[src/tsdf_pkg.sv]
// ----------------------------------------------------------------------------
// tsdf_pkg
// Shared types and constants for the voxel fusion block: item and result
// layouts, the stored voxel entry, the queue command and the back-end states.
// ----------------------------------------------------------------------------
package tsdf_pkg;

    // Grid geometry: one 6-bit index per axis, 64 voxels along each axis.
    localparam int IDX_W    = 6;
    localparam int GRID_DIM = 64;
    localparam int ADDR_W   = 3 * IDX_W;

    // Division datapath widths.
    localparam int NUM_W = 34;   // magnitude of a weighted sum
    localparam int DEN_W = 17;   // old weight plus new weight
    localparam int QUO_W = 17;   // quotient magnitude

    // Item kinds.
    localparam logic KIND_FUSE   = 1'b0;
    localparam logic KIND_COLOUR = 1'b1;

    // Averaging channels handled by the shared divider.
    localparam logic [1:0] CH_SDF   = 2'd0;
    localparam logic [1:0] CH_RED   = 2'd1;
    localparam logic [1:0] CH_GREEN = 2'd2;
    localparam logic [1:0] CH_BLUE  = 2'd3;

    typedef struct packed {
        logic              kind;
        logic [IDX_W-1:0]  index_x;
        logic [IDX_W-1:0]  index_y;
        logic [IDX_W-1:0]  index_z;
        logic signed [15:0] sdf_in;
        logic [15:0]       weight_in;
        logic [7:0]        red_in;
        logic [7:0]        green_in;
        logic [7:0]        blue_in;
    } item_t;

    typedef struct packed {
        logic              applied;
        logic signed [15:0] sdf_out;
        logic [15:0]       weight_out;
        logic [7:0]        red_out;
        logic [7:0]        green_out;
        logic [7:0]        blue_out;
    } result_t;

    // Stored voxel: distance in the low bits, blue in the high bits.
    typedef struct packed {
        logic [7:0]        blue;
        logic [7:0]        green;
        logic [7:0]        red;
        logic [15:0]       weight;
        logic signed [15:0] sdf;
    } voxel_t;

    // Classified item handed from the front end to the back end.
    typedef struct packed {
        logic  ok;
        item_t item;
    } cmd_t;

    typedef enum logic [2:0] {
        ST_CLEAR,
        ST_IDLE,
        ST_READ,
        ST_LOAD,
        ST_MUL,
        ST_DIV_GO,
        ST_DIV,
        ST_DONE
    } back_state_t;

endpackage

[src/tsdf_front.sv]
// ----------------------------------------------------------------------------
// tsdf_front
// Accepts input items and classifies them as applicable or ignored.
// ----------------------------------------------------------------------------
module tsdf_front (
    input  logic            s_valid,
    output logic            s_ready,
    input  tsdf_pkg::item_t s_item,
    input  logic            clear_busy,
    input  logic            q_full,
    output logic            q_push,
    output tsdf_pkg::cmd_t  q_cmd
);

    logic idx_ok;
    logic wgt_ok;

    // An item is taken when the queue has room and the grid is not being cleared.
    assign s_ready = !q_full && !clear_busy;
    assign q_push  = s_valid && s_ready;

    // Any zero index, or a fuse with zero weight, makes the item a no-op.
    assign idx_ok = (s_item.index_x != '0) && (s_item.index_y != '0) &&
                    (s_item.index_z != '0);
    assign wgt_ok = (s_item.kind == tsdf_pkg::KIND_COLOUR) || (s_item.weight_in != '0);

    assign q_cmd.ok   = idx_ok && wgt_ok;
    assign q_cmd.item = s_item;

endmodule

[config.mk]
export PLATFORM = sky130hd
export DESIGN_NAME = tsdf_front
export DESIGN_NICKNAME = d
export VERILOG_FILES = /design/src/tsdf_pkg.sv /design/src/tsdf_front.sv
export SDC_FILE = /design/constraint.sdc
export NUM_CORES = 1
export LEC_CHECK = 0
export BUFFER_PORTS_ARGS = -buffer_cell sky130_fd_sc_hd__buf_4
export CAP_MARGIN = 10
export CORE_MARGIN = 2
export CORE_UTILIZATION = 21
export DETAILED_ROUTE_END_ITERATION = 10
export GPL_ROUTABILITY_DRIVEN = 0
export PLACE_DENSITY = 0.79
export SETUP_SLACK_MARGIN = 0.1
export SLEW_MARGIN = 20
export SYNTH_ARGS = -nofsm -noshare
export SYNTH_HDL_FRONTEND = slang
export SYNTH_SLANG_ARGS = --single-unit
export TNS_END_PERCENT = 100
[constraint.sdc]
create_clock -name vclk -period 1.3
set_input_delay 0.325 -clock vclk [all_inputs]
set_output_delay 0.325 -clock vclk [all_outputs]
set_load 0.05 [all_outputs]
# ---- Word level (Yosys, flattened, before mapping)
# Cells that the tools add are included.
dict set report word_totals {
  regBits 0
  inputBits 78
  out_inout_bits 78
  word_cells 12
}
dict set report classes {
  n_reduce_logical 12
}
# operator n
set ops {}
lappend ops {{$reduce_bool 6->1} 3}
lappend ops {{$reduce_bool 16->1} 1}
lappend ops {{$logic_and 1x1->1} 5}
lappend ops {{$logic_not 1->1} 2}
lappend ops {{$logic_or 1x1->1} 1}

# ---- Depth between registers and ports, before layout
dict set report depth {
  ltp_word 4
  depth_mapped 4
  depth_no_buf 4
}

# ---- Worst setup path after synthesis
# OpenSTA, ideal clock, no wires.
dict set report synth_timing {
  kind {input port to output port}
  start {in s_item[31] (netlist bit)}
  end {out q_cmd[75] (netlist bit)}
  arrival_ns 2.024
  required_ns 0.975
  path_slack_ns -1.049
  cell_stages 4
  path_buffers 0
  path_cell_list {nor4_1 > nand4_1 > nor4_1 > nor4_1}
}
# item line
set synth_lines {}
lappend synth_lines {{from (decl)} tsdf_front.sv:8} ;# input tsdf_pkg::item_t s_item,
lappend synth_lines {{to (decl)} tsdf_front.sv:12} ;# output tsdf_pkg::cmd_t q_cmd

==> metrics list <==
* First-pass GRT wire length: 2.22 mm
- Achievable frequency: 574 MHz
- Growth of design area from synthesis to finish: 40.3%
- Global route overflow: 0
* Ports: 156
- Met1 Use GR: 8.93%
- Across the whole layout, storage elements account for 0 um^2.
- After routing, the total negative slack on setup checks comes to -0.441 ns.
* Fin. Hold Viols: 0
* GR Util All Layers: 7.71%
- Setup repair after global routing could not meet its margin everywhere.
- The initial antenna violation count was 0.
* Initial core utilization: 22.0%
* Maximum fanout encountered on the critical timing path: 2
- The count of nets left with antenna violations once routing finished came out at 0.
- Maximum number of pins on one net before global-route repair: 3
- Per report_power, the clock group accounts for 0% of the total.
- Summed over all nets, the half-perimeter wirelength after detailed placement is 1.42 mm.
- Synth Net Count: 168
- The clock buffers instantiated in the layout total 0.
* Switching power: 0.295 mW
- Once placement finished, the instance area stood at 828 um^2.
- After detailed routing, the average wire length per cell comes to approximately 11 um.
* Status: complete, but fails checks
- Buffers placed on the I/O ports in this run total 76.
- Standby leakage power: ~0.47 nW
- Switching share of power: between 60% and 70%
- Distinct cell type count of the synthesized netlist: 7
* Layout cells sized above 1: 97.0%
- Sequential elements use 0% of the synthesized area.
* WP data arrival: 1.42 ns
* Worst-Margin Slew: 0.275 ns
- Post-Syn Area per Cell: approximately 7.4 um^2
* Global-route track usage on met3: 4.48%
* Area of the placeable core: ~3000 um^2
- Number of nets in the final layout: 180
- The final layout contains a sequential cell count of 0.
- Footprint of the multi-input gates: 209 um^2
- Vias per cell: 3.64
- Rows: 20
* Portion of the clock cycle consumed by the worst path in the final layout: 134%
* Worst VDD drop: 0.231 mV
- Once routing completed, OpenROAD measured the worst setup slack at -0.441 ns.
- Vias in the first global route: 476
* Kind of end point of the critical path: output port
- The die is 60.4 um tall.
- In this run, the number of DRC markers left after iteration 0 of detailed routing was 2.
- Die Span X: 60.4 um
- Fill cells in the final layout number 330.
- Share of total power in combinational logic: 100.0%
* Kind of critical path: in -> out
- Commonest cells after routing, fill and taps aside: sky130_fd_sc_hd__buf_4 (76), sky130_fd_sc_hd__buf_6 (9), sky130_fd_sc_hd__nor4_4 (5)
* Number of setup violations in the final report: 1
- Cell internal power dissipation: 0.187 mW
- Grt peak-use layer: met2
- Synthesis produced 90 cells.
- In this run the cell area of the synthesized design comes to 667 um^2.
- Final number of max-transition violations: 0
- The first TritonRoute pass finished after 2 iterations.
- Setup slack after placement: -0.671 ns
- Met2 routing resource usage after global routing: 12.4%
- The final reports fail on setup timing.
* Post-route design area: 936 um^2
- The routed layout has between 500 and 600 vias.
- Max-Cap Viols: 0
- Power spread over the standard cell area amounts to 515 nW/um^2.
- Remaining max-slew budget at the tightest pin: 81.5%
- Post-route DRC: 0
* Most common cell after layout, fill and taps aside: sky130_fd_sc_hd__buf_4
- The worst hold path was traced through 0 stages.
* Antenna cells: 0
- Setup Buffers After CTS: 0
* CP Launch Type: input pin
* Synth warnings: 0
- Overall die area: 3640 um^2
* HP Class: in -> out
- Sequential cells account for 0% of the total power.
- For the finished layout, the period the worst path requires is 1.74 ns.
- Wires add up to about 1.6 mm.
* Critical Path RT: slightly below 1 ns
[logic make-up (layout without fill, tap and decap cells)]
kind of cell  after synthesis  after routing  synth area share, %
simple gates               15             15                 15.6
buf+inv                    75             85                 84.4
[cell type report]
type                            instances  area share (%)
Tap cell                               44            5.88
Timing Repair Buffer                   85            71.8
Multi-Input combinational cell         15            22.3
[repair_timing]
action | in CTS | in global routing
hold buffers | 0 | 0
endpoints found under the setup margin | 1 | 2
pin swaps | 4 | 8
gates resized for setup | 8 | 12
[power groups by stage]
stage | Sequential [mW] | Clock, mW | Combinational, mW
floorplan | 0 | 0 | 0.647
global placement | 0 | 0 | 0.451
detailed placement | 0 | 0 | 0.453
CTS | 0 | 0 | 0.467
global route | 0 | 0 | 0.504
finish | 0 | 0 | 0.482
[final timing paths]
| check | end | slack [ns] | startpoint |
|---|---|---|---|
| worst min-delay path | q_cmd[19] | 0.65 | s_item[19] |
| worst max-delay path | q_cmd[75] | -0.44 | s_item[70] |
[routing by layer]
layer | part of all wire [%] | up-vias
li1 | - | 237
met1 | 30 | 222
met2 | 51 | 59
met3 | 17 | 6
met4 | 1.6 | 0
met5 | 0 | -
[metrics by stage]
stage	util, %	hold WS [ns]	instances	total power, mW
after floorplan	-	0.705	90	0.647
after global placement	27.4	0.650	144	0.451
after detailed placement	27.4	0.650	144	0.453
after CTS	28.9	0.650	144	0.467
after global routing	30.9	0.650	144	0.504
final	30.9	0.650	144	0.482
[critical path: stages]
cell and delay, ns:
sky130_fd_sc_hd__buf_6 0.09, sky130_fd_sc_hd__or4_4 0.54, sky130_fd_sc_hd__nor3_4 0.23, sky130_fd_sc_hd__nor4_4 0.07, sky130_fd_sc_hd__buf_6 0.16
[synth_stat cells (all sizes together)]
cell type / count / area [um^2]
nand4: 1 / 6.26
nor2: 2 / 7.51
nor3: 3 / 30.0
nor4: 5 / 31.3
buf: 75 / 563
or4: 3 / 22.5
and2: 1 / 6.26
Power figures use the tool's default switching activity.
