===== src/tsdf_pkg.sv =====
// ----------------------------------------------------------------------------
// tsdf_pkg
// Shared types and constants for the voxel fusion block: item and result
// layouts, the stored voxel entry, the queue command and the back-end states.
// ----------------------------------------------------------------------------
package tsdf_pkg;

    // Grid geometry: one 6-bit index per axis, 64 voxels along each axis.
    localparam int IDX_W    = 6;
    localparam int GRID_DIM = 64;
    localparam int ADDR_W   = 3 * IDX_W;

    // Division datapath widths.
    localparam int NUM_W = 34;   // magnitude of a weighted sum
    localparam int DEN_W = 17;   // old weight plus new weight
    localparam int QUO_W = 17;   // quotient magnitude

    // Item kinds.
    localparam logic KIND_FUSE   = 1'b0;
    localparam logic KIND_COLOUR = 1'b1;

    // Averaging channels handled by the shared divider.
    localparam logic [1:0] CH_SDF   = 2'd0;
    localparam logic [1:0] CH_RED   = 2'd1;
    localparam logic [1:0] CH_GREEN = 2'd2;
    localparam logic [1:0] CH_BLUE  = 2'd3;

    typedef struct packed {
        logic              kind;
        logic [IDX_W-1:0]  index_x;
        logic [IDX_W-1:0]  index_y;
        logic [IDX_W-1:0]  index_z;
        logic signed [15:0] sdf_in;
        logic [15:0]       weight_in;
        logic [7:0]        red_in;
        logic [7:0]        green_in;
        logic [7:0]        blue_in;
    } item_t;

    typedef struct packed {
        logic              applied;
        logic signed [15:0] sdf_out;
        logic [15:0]       weight_out;
        logic [7:0]        red_out;
        logic [7:0]        green_out;
        logic [7:0]        blue_out;
    } result_t;

    // Stored voxel: distance in the low bits, blue in the high bits.
    typedef struct packed {
        logic [7:0]        blue;
        logic [7:0]        green;
        logic [7:0]        red;
        logic [15:0]       weight;
        logic signed [15:0] sdf;
    } voxel_t;

    // Classified item handed from the front end to the back end.
    typedef struct packed {
        logic  ok;
        item_t item;
    } cmd_t;

    typedef enum logic [2:0] {
        ST_CLEAR,
        ST_IDLE,
        ST_READ,
        ST_LOAD,
        ST_MUL,
        ST_DIV_GO,
        ST_DIV,
        ST_DONE
    } back_state_t;

endpackage


===== src/tsdf_queue.sv =====
// ----------------------------------------------------------------------------
// tsdf_queue
// Two-entry command queue between the front end and the back end.
// ----------------------------------------------------------------------------
module tsdf_queue (
    input  logic           aclk,
    input  logic           aresetn,
    input  logic           push,
    input  tsdf_pkg::cmd_t push_cmd,
    input  logic           pop,
    output tsdf_pkg::cmd_t head_cmd,
    output logic           full,
    output logic           empty
);

    tsdf_pkg::cmd_t slot_reg [2];
    logic       wr_ptr_reg, wr_ptr_next;
    logic       rd_ptr_reg, rd_ptr_next;
    logic [1:0] count_reg,  count_next;

    assign full     = (count_reg == 2'd2);
    assign empty    = (count_reg == 2'd0);
    assign head_cmd = slot_reg[rd_ptr_reg];

    // Pointer and fill count updates.
    always_comb begin
        wr_ptr_next = push ? !wr_ptr_reg : wr_ptr_reg;
        rd_ptr_next = pop  ? !rd_ptr_reg : rd_ptr_reg;
        count_next  = count_reg + {1'b0, push} - {1'b0, pop};
    end

    always_ff @(posedge aclk) begin
        if (!aresetn) begin
            wr_ptr_reg <= 1'b0;
            rd_ptr_reg <= 1'b0;
            count_reg  <= 2'd0;
        end else begin
            wr_ptr_reg <= wr_ptr_next;
            rd_ptr_reg <= rd_ptr_next;
            count_reg  <= count_next;
        end
    end

    // Slot storage needs no reset.
    always_ff @(posedge aclk) begin
        if (push) begin
            slot_reg[wr_ptr_reg] <= push_cmd;
        end
    end

endmodule


===== config.mk =====
export PLATFORM = sky130hd
export DESIGN_NAME = tsdf_queue
export DESIGN_NICKNAME = d
export VERILOG_FILES = /design/src/tsdf_pkg.sv /design/src/tsdf_queue.sv
export SDC_FILE = /design/constraint.sdc
export NUM_CORES = 1
export LEC_CHECK = 0
export BUFFER_PORTS_ARGS = -buffer_cell sky130_fd_sc_hd__buf_2
export CAP_MARGIN = 20
export CORE_MARGIN = 2
export CORE_UTILIZATION = 25
export DETAILED_ROUTE_END_ITERATION = 6
export GPL_TIMING_DRIVEN = 1
export HOLD_SLACK_MARGIN = 0.08
export REMOVE_ABC_BUFFERS = 1
export SLEW_MARGIN = 15
export SYNTH_ARGS = -nofsm -noshare
export SYNTH_HDL_FRONTEND = slang
export SYNTH_SLANG_ARGS = --single-unit

===== constraint.sdc =====
create_clock -name aclk -period 10 [get_ports aclk]
set_clock_uncertainty 0.15 [all_clocks]
set_input_delay 0.5 -clock aclk [delete_from_list [all_inputs] [get_ports aclk]]
set_output_delay 0.5 -clock aclk [all_outputs]
set_load 0.01 [all_outputs]

# Word-level counts from Yosys, hierarchy flattened
# Memory sizes are Yosys's and may differ from the RTL's. A register that Yosys moved wholly into a read port is not among the register bits.
# Cells that the tools add are included.
[totals]
memories = 1
mem_bits_rw = 152
regBits = 4
elab_cells = 14
[memory_table]
columns = ["name", "words", "width", "read_ports", "rd_ports_with_merged_regs", "wr", "line_no", "text"]
rows = [
  ["slot_reg", 2, 76, 1, 1, 1, "tsdf_queue.sv:16", "tsdf_pkg::cmd_t slot_reg [2];"],
]
[classes]
muxes = 4
eq_ne = 1
n_reduce_logical = 3
addsub = 2
[op_table]
columns = ["op", "n"]
rows = [
  ["two-way mux 1 bit", 4],
  ["adder 2 x 1 -> 2 bit", 1],
  ["== test 2 bit, second input constant", 1],
  ["logical NOT 1 bit", 2],
  ["logical NOT 2 bit", 1],
  ["subtractor 2 x 1 -> 2 bit", 1],
]

# Depth between registers and ports, before layout
# Gate-level depths: netlist of run 1.
[logic_depth]
word_depth = 3
mapped_depth = 6
mapped_depth_nobuf = 6

# Worst setup path after synthesis of run 1
# OpenSTA, ideal clock, no wires.
[synth_path]
kind = "input-to-reg"
start = "input push"
end = "memory slot_reg[0][0] in the netlist's numbering, enable pin"
path_stages = 1
n_path_buf = 0
setup_ps = 521
required_ps = 9329
t_arrival_ps = 3858
slack_ps = 5471
cell_sequence = "nor2b_1"
[synth_between]
elab_chain_cells = 2
[synth_rtl]
columns = ["element", "line_no", "text"]
rows = [
  ["from (decl)", "tsdf_queue.sv:8", "input logic push,"],
  ["two-way mux 1 bit", "tsdf_queue.sv:46", "if (push) begin"],
  ["two-way mux 1 bit (not written as such)", "tsdf_queue.sv:47", "slot_reg[wr_ptr_reg] <= push_cmd;"],
  ["to (decl)", "tsdf_queue.sv:16", ""],
]
# No other way between the ends.

==> results.md, run 1 <==
* Run status: finished clean
* Met2 GRT Util at 15.8%
* Post-CTS sizing at 0
* EDFF count, synth at 152
* Final TNS setup at 0 ps
* Fin crit share at 30.7%
* Peak clock frequency supported by timing at 326 MHz
* Final GP Congestion at 0.641
* Vias in the first global route at 3,234
* Antenna cell count at 0
* CP peak stage delay at 730 ps
* Crit Path Class: reg2out
* Yosys reg bits at 157
* Power, Total at 1.54 mW
* Worst-Skew Late Latency at 410 ps
* Initial antenna violation count at 0
* Worst Max-Slew Pin Slew at 699 ps
* GRT busiest layer: met2
* DRT iter0 DRCs at 110
* Max clock buf depth at 2
* Row cnt at 56
* Met3 Use GR at 3.47%
* Clk slew on worst S/H paths at 70 ps
* Netlist cell types at 15
* DP Wirelength at 7.12 mm
* Hold/Removal Path Class: in2reg
* Final Util at 32.7%
* Via count at 2,931
* Starting Density at 25.2%
* Top cell type by total area after synthesis: edfxtp_1
* Nets at 511
* Final setup fails at 0
* Worst path slowest cell: dfxtp_4
* Area grow syn2layout at 29.7%
* Max-slew violations at 0
* DIE AREA at 24,700 um^2
* Commonest cells in the netlist: 152 x edfxtp_1, 40 x mux2_4, 36 x mux2_2
* Synthesized area at 5860 um^2
* RSZ-0062 raised after global routing: no
* Crit-path cells: buf_4, mux2_2, buf_2
* Total GRT Usage at 9.14%
* Non-Filler Instances at 761
* Largest net degree at the start of global routing at 78
* Avg Inst Size Synth at 22.8 um^2
* CTS tree: built
* Endpoint type of the worst setup path: output port
* TritonCTS Buffers at 17
* Count leader, synth: edfxtp_1
* Met1 GRT Util at 10.3%
* Post-synthesis sequential area ratio at 79.6%
* Slew headroom at 53.4%
* Pleak at 2.89 nW
* Synth area leaders: edfxtp_1 78%, mux2_4 10%, mux2_2 6.9%
* Worst vdd ir at 87.5 uV
* Share of cells above drive strength 1 at 60.9%
* Arrival @ worst endpoint at 2420 ps
* CTS root buf: clkbuf_16
* Top_reg_cell synth: edfxtp_1
* Hold_buf cts at 0
* Drt pass-1 iters at 4
* Max_cap viols at 0
* Port Buf Inserts at 157
* Worst reg2reg startpoint: wr_ptr_reg$_SDFFE_PN0P_
* First-pass GRT wire length at 16.8 mm
* Worst path required time at 9350 ps
* Post-DRT Antenna Nets at 0
* Post-Synthesis Cells at 257
* Avg Vias per Cell at 3.85
* Wire length per cell at 14.8 um
* Core Region at 23,300 um^2
* Max reg flops at 152
* Hold Fails Final Rpt at 0
* Min-Delay Startpoint: push_cmd[0]
* Post-CTS setup buffer count at 0
* Chip height at 157 um
* Number of remaining DRC errors at 0
* Grt ovf at 0
* Startpoint types: flip-flop
* Die width at 157 um
* Placed Instances at 727
* Synth top area share at 77.8%
* H-tree Lvls at 4
* Aggregate routed wire length at 11.3 mm
* Post-route setup slack at 6930 ps
* Setup WS pre-CTS at 7310 ps
* Pwr dens at 202 nW/um^2
* I/O pin count at 158
* CP max FO at 41
* Async S/R FF share, synth at 0%
* Fin crit period at 3070 ps
* TritonCTS Sinks at 157
* Yosys warns at 0
-- layer usage --
layer  part of all wire [%]  routed length [um]
met3                    6.6                 741
met1                     42                4700
met4                    1.3                 146
met5                      0                   0
met2                     51                5700
-- worst paths after layout --
path                                to  slack (ps)  depth (start not counted)
max                       head_cmd[24]        6930                          3
min           slot_reg[1][0]$_DFFE_PP_         120                          1
max reg2reg  slot_reg[0][52]$_DFFE_PP_        8270                          3
min reg2reg                  flip-flop         430                          2
-- worst max-delay path: cells and delay by family (launching register included) --
kind | cells | cell delay, ps
buf+inv | 2 | 810
mux | 1 | 420
flops | 1 | 730
-- where the power goes --
| group | internal (mW) | switching (mW) | total (mW) |
|---|---|---|---|
| logic | 0.0845 | 0.0756 | 0.160 |
| clock network | 0.342 | 0.262 | 0.604 |
| registers | 0.760 | 0.0156 | 0.776 |
-- cell type report --
cell class | count | area [um^2]
Clock inverter | 15 | 123
Timing Repair Buffer | 161 | 848
Tap cell | 319 | 399
Inverter | 2 | 7.51
Clock buffer | 17 | 425
Sequential cell | 157 | 4670
Fill cell | 2293 | 15700
Multi-Input combinational cell | 90 | 1130
-- logic make-up (layout without fill, tap and decap cells) --
group                    count (synthesis)  after routing  share of synthesized area (%)
adder cells (fa/ha/maj)                  2              2                          0.427
AND/OR/NAND/NOR                          9              9                          0.917
multiplexers                            76             76                           17.2
flip-flops                             157            157                           79.6
AO/OA/AOI/OAI                            1              1                          0.128
XOR/XNOR                                 2              2                          0.534
buffers and inverters                   10            195                           1.28
-- per-stage QoR --
step	cell area, um^2	hold WS [ps]
floorplan	5800	405
global placement	7010	407
detailed placement	7010	415
CTS	7560	95.3
global route	7600	103
finish	7600	121
-- cell usage in the layout (no fill, tap or decap) --
master / instances
nor2b_1: 3
mux2_2: 36
nor2_1: 1
inv_6: 2
nor2b_4: 1
clkinv_2: 4
and2_1: 3
clkinv_1: 3
buf_4: 2
inv_1: 2
clkbuf_16: 17
and2_4: 1
bufinv_16: 1
buf_16: 1
mux2_4: 40
xnor3_1: 1
inv_8: 1
dfxtp_4: 1
dfxtp_1: 4
clkinvlp_4: 2
o21a_1: 1
buf_12: 1
clkinv_4: 2
edfxtp_1: 152
ha_1: 2
buf_2: 157
xor2_1: 1
Power figures use the tool's default switching activity.
==> run 2: changes to the inputs <==
==> constraint.sdc (replaced) <==
create_clock -name aclk -period 2.6 [get_ports aclk]
set_clock_uncertainty 0.15 [all_clocks]
set_input_delay 0.13 -clock aclk [delete_from_list [all_inputs] [get_ports aclk]]
set_output_delay 0.13 -clock aclk [all_outputs]
set_load 0.01 [all_outputs]
==> run 2 against run 1 <==
  * Global-route usage is 0.27 points higher
  * Worst hold slack better by 160 ps
  * Combinational power grew to 4.6 times the previous value
  * Clock power grew to 4.1 times the previous value
  * Design area is 11% higher
  * Cell count is 10% higher
  * Critical path type unchanged
  * Largest cell class unchanged
  * Largest power group unchanged
==> results.md, run 2 (synthesis gave the netlist of run 1 again) <==
* Run status: finished clean
* Peak clock frequency supported by timing at 484 MHz
* Clk slew on worst S/H paths at 60 ps
* H-tree Lvls at 4
* Placed Instances at 729
* RSZ-0062 raised after global routing: no
* Arrival @ worst endpoint at 1780 ps
* Worst path slowest cell: buf_4
* Starting Density at 25.2%
* Hold/Removal Path Class: in2reg
* Post-DRT Antenna Nets at 0
* Worst path required time at 2320 ps
* Final GP Congestion at 0.647
* Post-CTS sizing at 0
* Avg Vias per Cell at 3.84
* I/O pin count at 158
* Setup WS pre-CTS at 948 ps
* Max-slew violations at 0
* Final setup fails at 0
* Chip height at 157 um
* Grt ovf at 0
* Commonest cells after routing, fill and taps aside: 157 x buf_2, 152 x edfxtp_1, 80 x dlygate4sd3_1
* Startpoint types: flip-flop
* TritonCTS Buffers at 17
* Crit path depth at 3
* Area grow syn2layout at 44.0%
* TritonCTS Sinks at 157
* Hold_buf cts at 80
* Number of remaining DRC errors at 0
* Endpoint type of the worst setup path: output port
* Nets at 591
* Aggregate routed wire length at 11.8 mm
* Port Buf Inserts at 157
* Total GRT Usage at 9.41%
* Vias in the first global route at 3,350
* Die width at 157 um
* Core Region at 23,300 um^2
* CP max FO at 34
* Worst Max-Slew Pin Slew at 540 ps
* Cell family with most CP delay: buffers and inverters
* Final instance area at 8440 um^2
* First-pass GRT wire length at 17.1 mm
* Fin crit share at 79.4%
* Wire length per cell at 14.1 um
* WHS Path Cells at 2
* Pwr dens at 731 nW/um^2
* Bufs and invs on worst path at 2
* Commonest non-fill, non-tap cell in the layout: buf_2
* CTS tree: built
* Fillers at 2,229
* R2R cell count at 4
* Fin crit period at 2060 ps
* Antenna cell count at 0
* Max_cap viols at 0
* Worst vdd ir at 359 uV
* DP Area at 7060 um^2
* Max clock buf depth at 2
* DRT iter0 DRCs at 181
* Initial antenna violation count at 0
* Hold_ws at 281 ps
* Largest net degree at the start of global routing at 78
* Row cnt at 56
* Worst-Skew Late Latency at 410 ps
* CP peak stage delay at 450 ps
* Via count at 3,226
* Share of cells above drive strength 1 at 51.1%
* Pleak at 3.24 nW
* Post-CTS setup buffer count at 0
* Slew headroom at 64.0%
* DIE AREA at 24,700 um^2
* Crit-path cells: buf_4, mux2_2, buf_2
* Non-Filler Instances at 840
* CTS root buf: clkbuf_16
* Hold Fails Final Rpt at 0
* Drt pass-1 iters at 4
* Post-route setup slack at 536 ps
* Crit Path Class: reg2out
* DP Wirelength at 7.09 mm
* Max reg flops at 152
run 2: changes by cell type in the layout (fill, tap and decap cells not counted), moves of 2 or more:
cell | before | now
clkbuf_1 | 0 | 4
bufinv_16 | 1 | 3
clkinv_1 | 3 | 1
dlygate4sd3_1 | 0 | 80
clkinv_2 | 4 | 1
buf_12 | 1 | 3
run 2: path summary, 6_finish.rpt:
| kind | slack, ps | startpoint | end |
|---|---|---|---|
| max | 540 | flip-flop | head_cmd[22] |
| min | 280 | push_cmd[17] | slot_reg[0][17]$_DFFE_PP_ |
| max reg2reg | 810 | wr_ptr_reg$_SDFFE_PN0P_ | wr_ptr_reg$_SDFFE_PN0P_ |
| min reg2reg | 440 | rd_ptr_reg$_SDFFE_PN0P_ | flip-flop |
run 2: worst register-to-register path: cells and delay by family, from the launching register on:
kind,cells,cell delay (ps)
buffers and inverters,2,910
and+or+nand+nor,1,130
AOI/OAI and AO/OA,1,200
DFF,1,340
run 2: report_power, final:
part,total (mW),switching [mW],internal [mW]
clock,2.47,0.966,1.51
combinational,0.738,0.331,0.406
sequential,2.96,0.0371,2.93
run 2: cell type report:
| type | count | area [um^2] | area share [%] |
|---|---|---|---|
| repair buffers | 241 | 1650 | 19.6 |
| clock buffers | 21 | 440 | 5.22 |
| flip-flops and latches | 157 | 4670 | 55.3 |
| multi-input cells | 90 | 1130 | 13.4 |
| clock inverters | 10 | 141 | 1.67 |
| well taps | 319 | 399 | 4.73 |
| inverters | 2 | 7.51 | 0.0889 |
run 2: metal layers:
metal  up-vias  track usage [%]  wire [um]
met2        98             16.2       5940
met4         0             4.68        252
met3        15             2.97        529
met5         -                0          0
met1      1591             10.5       5080
li1       1522                -          -
run 2: through the flow:
step                      power, mW  utilization (%)  setup TNS (ps)
final                          6.17             36.3               0
after global routing           6.44             36.3               0
after CTS                      6.28             36.3               0
after detailed placement       3.68             30.4               0
after global placement         3.65             30.4               0
after floorplan                3.41                -         -190170
==> run 3: changes to the inputs <==
==> constraint.sdc (replaced) <==
create_clock -name aclk -period 2.2 [get_ports aclk]
set_clock_uncertainty 0.15 [all_clocks]
set_input_delay 0.11 -clock aclk [delete_from_list [all_inputs] [get_ports aclk]]
set_output_delay 0.11 -clock aclk [all_outputs]
set_load 0.01 [all_outputs]
==> run 3 against run 2 <==
  * Critical path depth unchanged
  * Sequential power grew 18%
  * First-iteration DRC count decreased by 24%
  * Largest power group unchanged
  * Core utilization up 0.13 points
  * Setup slack worse by 370 ps
  * Power increased by 19%
  * Die area unchanged
  * Clock-buffer cell count is 3 lower
  * Critical endpoint is now head_cmd[31]
==> results.md, run 3 (synthesis gave the netlist of run 1 again) <==
* Core Region at 23,300 um^2
* Clk slew on worst S/H paths at 60 ps
* Crit Path Class: reg2out
* I/O pin count at 158
* Endpoint type of the worst setup path: output port
* TritonCTS Buffers at 17
* Max clock buf depth at 2
* Area grow syn2layout at 44.5%
* Worst path required time at 1940 ps
* DP Area at 7080 um^2
* DP Wirelength at 7.21 mm
* Fin crit period at 2040 ps
* Total GRT Usage at 9.53%
* Min-Delay Startpoint: push_cmd[6]
* Avg Vias per Cell at 3.84
* Startpoint types: flip-flop
* Antenna cell count at 0
* DRT iter0 DRCs at 137
* Chip height at 157 um
* First-pass GRT wire length at 17.5 mm
* Worst vdd ir at 416 uV
* Aggregate routed wire length at 12.1 mm
* Port Buf Inserts at 157
* CP peak stage delay at 420 ps
* Hold Fails Final Rpt at 0
* Run status: finished clean
* Worst path slowest cell: buf_12
* Arrival @ worst endpoint at 1780 ps
* Worst-Skew Late Latency at 410 ps
* Largest net degree at the start of global routing at 77
* Vias in the first global route at 3,435
* Commonest non-fill, non-tap cell in the layout: buf_2
* Starting Density at 25.2%
* Peak clock frequency supported by timing at 491 MHz
* Hold/Removal Path Class: in2reg
* DIE AREA at 24,700 um^2
* Max_cap viols at 0
* Max reg flops at 152
* Final setup fails at 0
* Row cnt at 56
* Share of cells above drive strength 1 at 51.7%
* Final instance area at 8470 um^2
* Grt ovf at 0
* Pwr dens at 867 nW/um^2
* TritonCTS Sinks at 157
* Register area at 4670 um^2
* Max-slew violations at 0
* Pleak at 3.25 nW
* Hold_ws at 264 ps
* Worst Max-Slew Pin Slew at 533 ps
* Multi-input gate area at 1130 um^2
* H-tree Lvls at 4
* Worst reg2reg startpoint: wr_ptr_reg$_SDFFE_PN0P_
* Commonest cells after routing, fill and taps aside: 157 x buf_2, 152 x edfxtp_1, 80 x dlygate4sd3_1
* Post-CTS setup buffer count at 0
* CTS tree: built
* Via count at 3,232
* Initial antenna violation count at 0
* Final GP Congestion at 0.659
* Crit-path cells: buf_12, mux2_2, buf_2
* RSZ-0062 raised after global routing: no
* Slew headroom at 64.4%
* Wire length per cell at 14.3 um
* CP max FO at 76
* Number of remaining DRC errors at 0
* Drt pass-1 iters at 4
* Fillers at 2,202
* Post-DRT Antenna Nets at 0
* Power, Total at 7.35 mW
* Fin crit share at 92.5%
* Nets at 592
* CTS root buf: clkbuf_16
* Die width at 157 um
run 3: cell count changes in the layout (fill, tap and decap cells not counted), sizes merged:
cell / before / now
buf: 161 / 162
inv: 3 / 6
clkinv: 5 / 4
clkbuf: 21 / 18
clkinvlp: 1 / 2
run 3: final timing paths:
| check | to | slack [ps] | cells past startpoint |
|---|---|---|---|
| max | head_cmd[31] | 160 | 3 |
| min reg2reg | flip-flop | 440 | 2 |
| min | slot_reg[0][6]$_DFFE_PP_ | 260 | 2 |
| max reg2reg | wr_ptr_reg$_SDFFE_PN0P_ | 430 | 4 |
run 3: per-stage QoR:
step	TNS, ps	worst slack [ps]	util [%]	instances
floorplan	-280250	-2170	-	249
global placement	0	599	30.4	730
detailed placement	0	584	30.4	730
CTS	0	133	36.4	841
global route	0	80.4	36.4	841
finish	0	164	36.4	841
run 3: cell type report:
cell class / count / area share, %
sequential: 157 / 55.1
timing repair buffer: 242 / 19.8
clock inverter: 13 / 1.92
inverter: 2 / 0.0886
clock buffer: 18 / 5.06
tap: 319 / 4.71
multi-input combinational: 90 / 13.4
run 3: what timing repair did:
action                     4_1_cts  5_1_grt
hold buffers                    80        0
hold endpoints to repair       157        0
gates resized for setup          0        0
setup endpoints to repair        0        0
run 3: where the power goes:
group | leakage [nW] | switching, mW | internal (mW) | total (mW)
logic | 1.50 | 0.397 | 0.483 | 0.881
clock network | 0.285 | 1.18 | 1.79 | 2.97
registers | 1.47 | 0.0425 | 3.46 | 3.50
run 3: layer usage:
metal / GRT usage, % / vias up / part of all wire [%]
li1: - / 1520 / -
met5: 0 / - / 0
met1: 10.6 / 1610 / 43
met3: 3.19 / 6 / 4.7
met4: 3.59 / 0 / 0.94
met2: 16.9 / 96 / 51
run 3: critical path, delay by kind of cell (launching register included):
kind | cells | cell delay, ps
buf+inv | 2 | 560
flops | 1 | 350
mux | 1 | 400
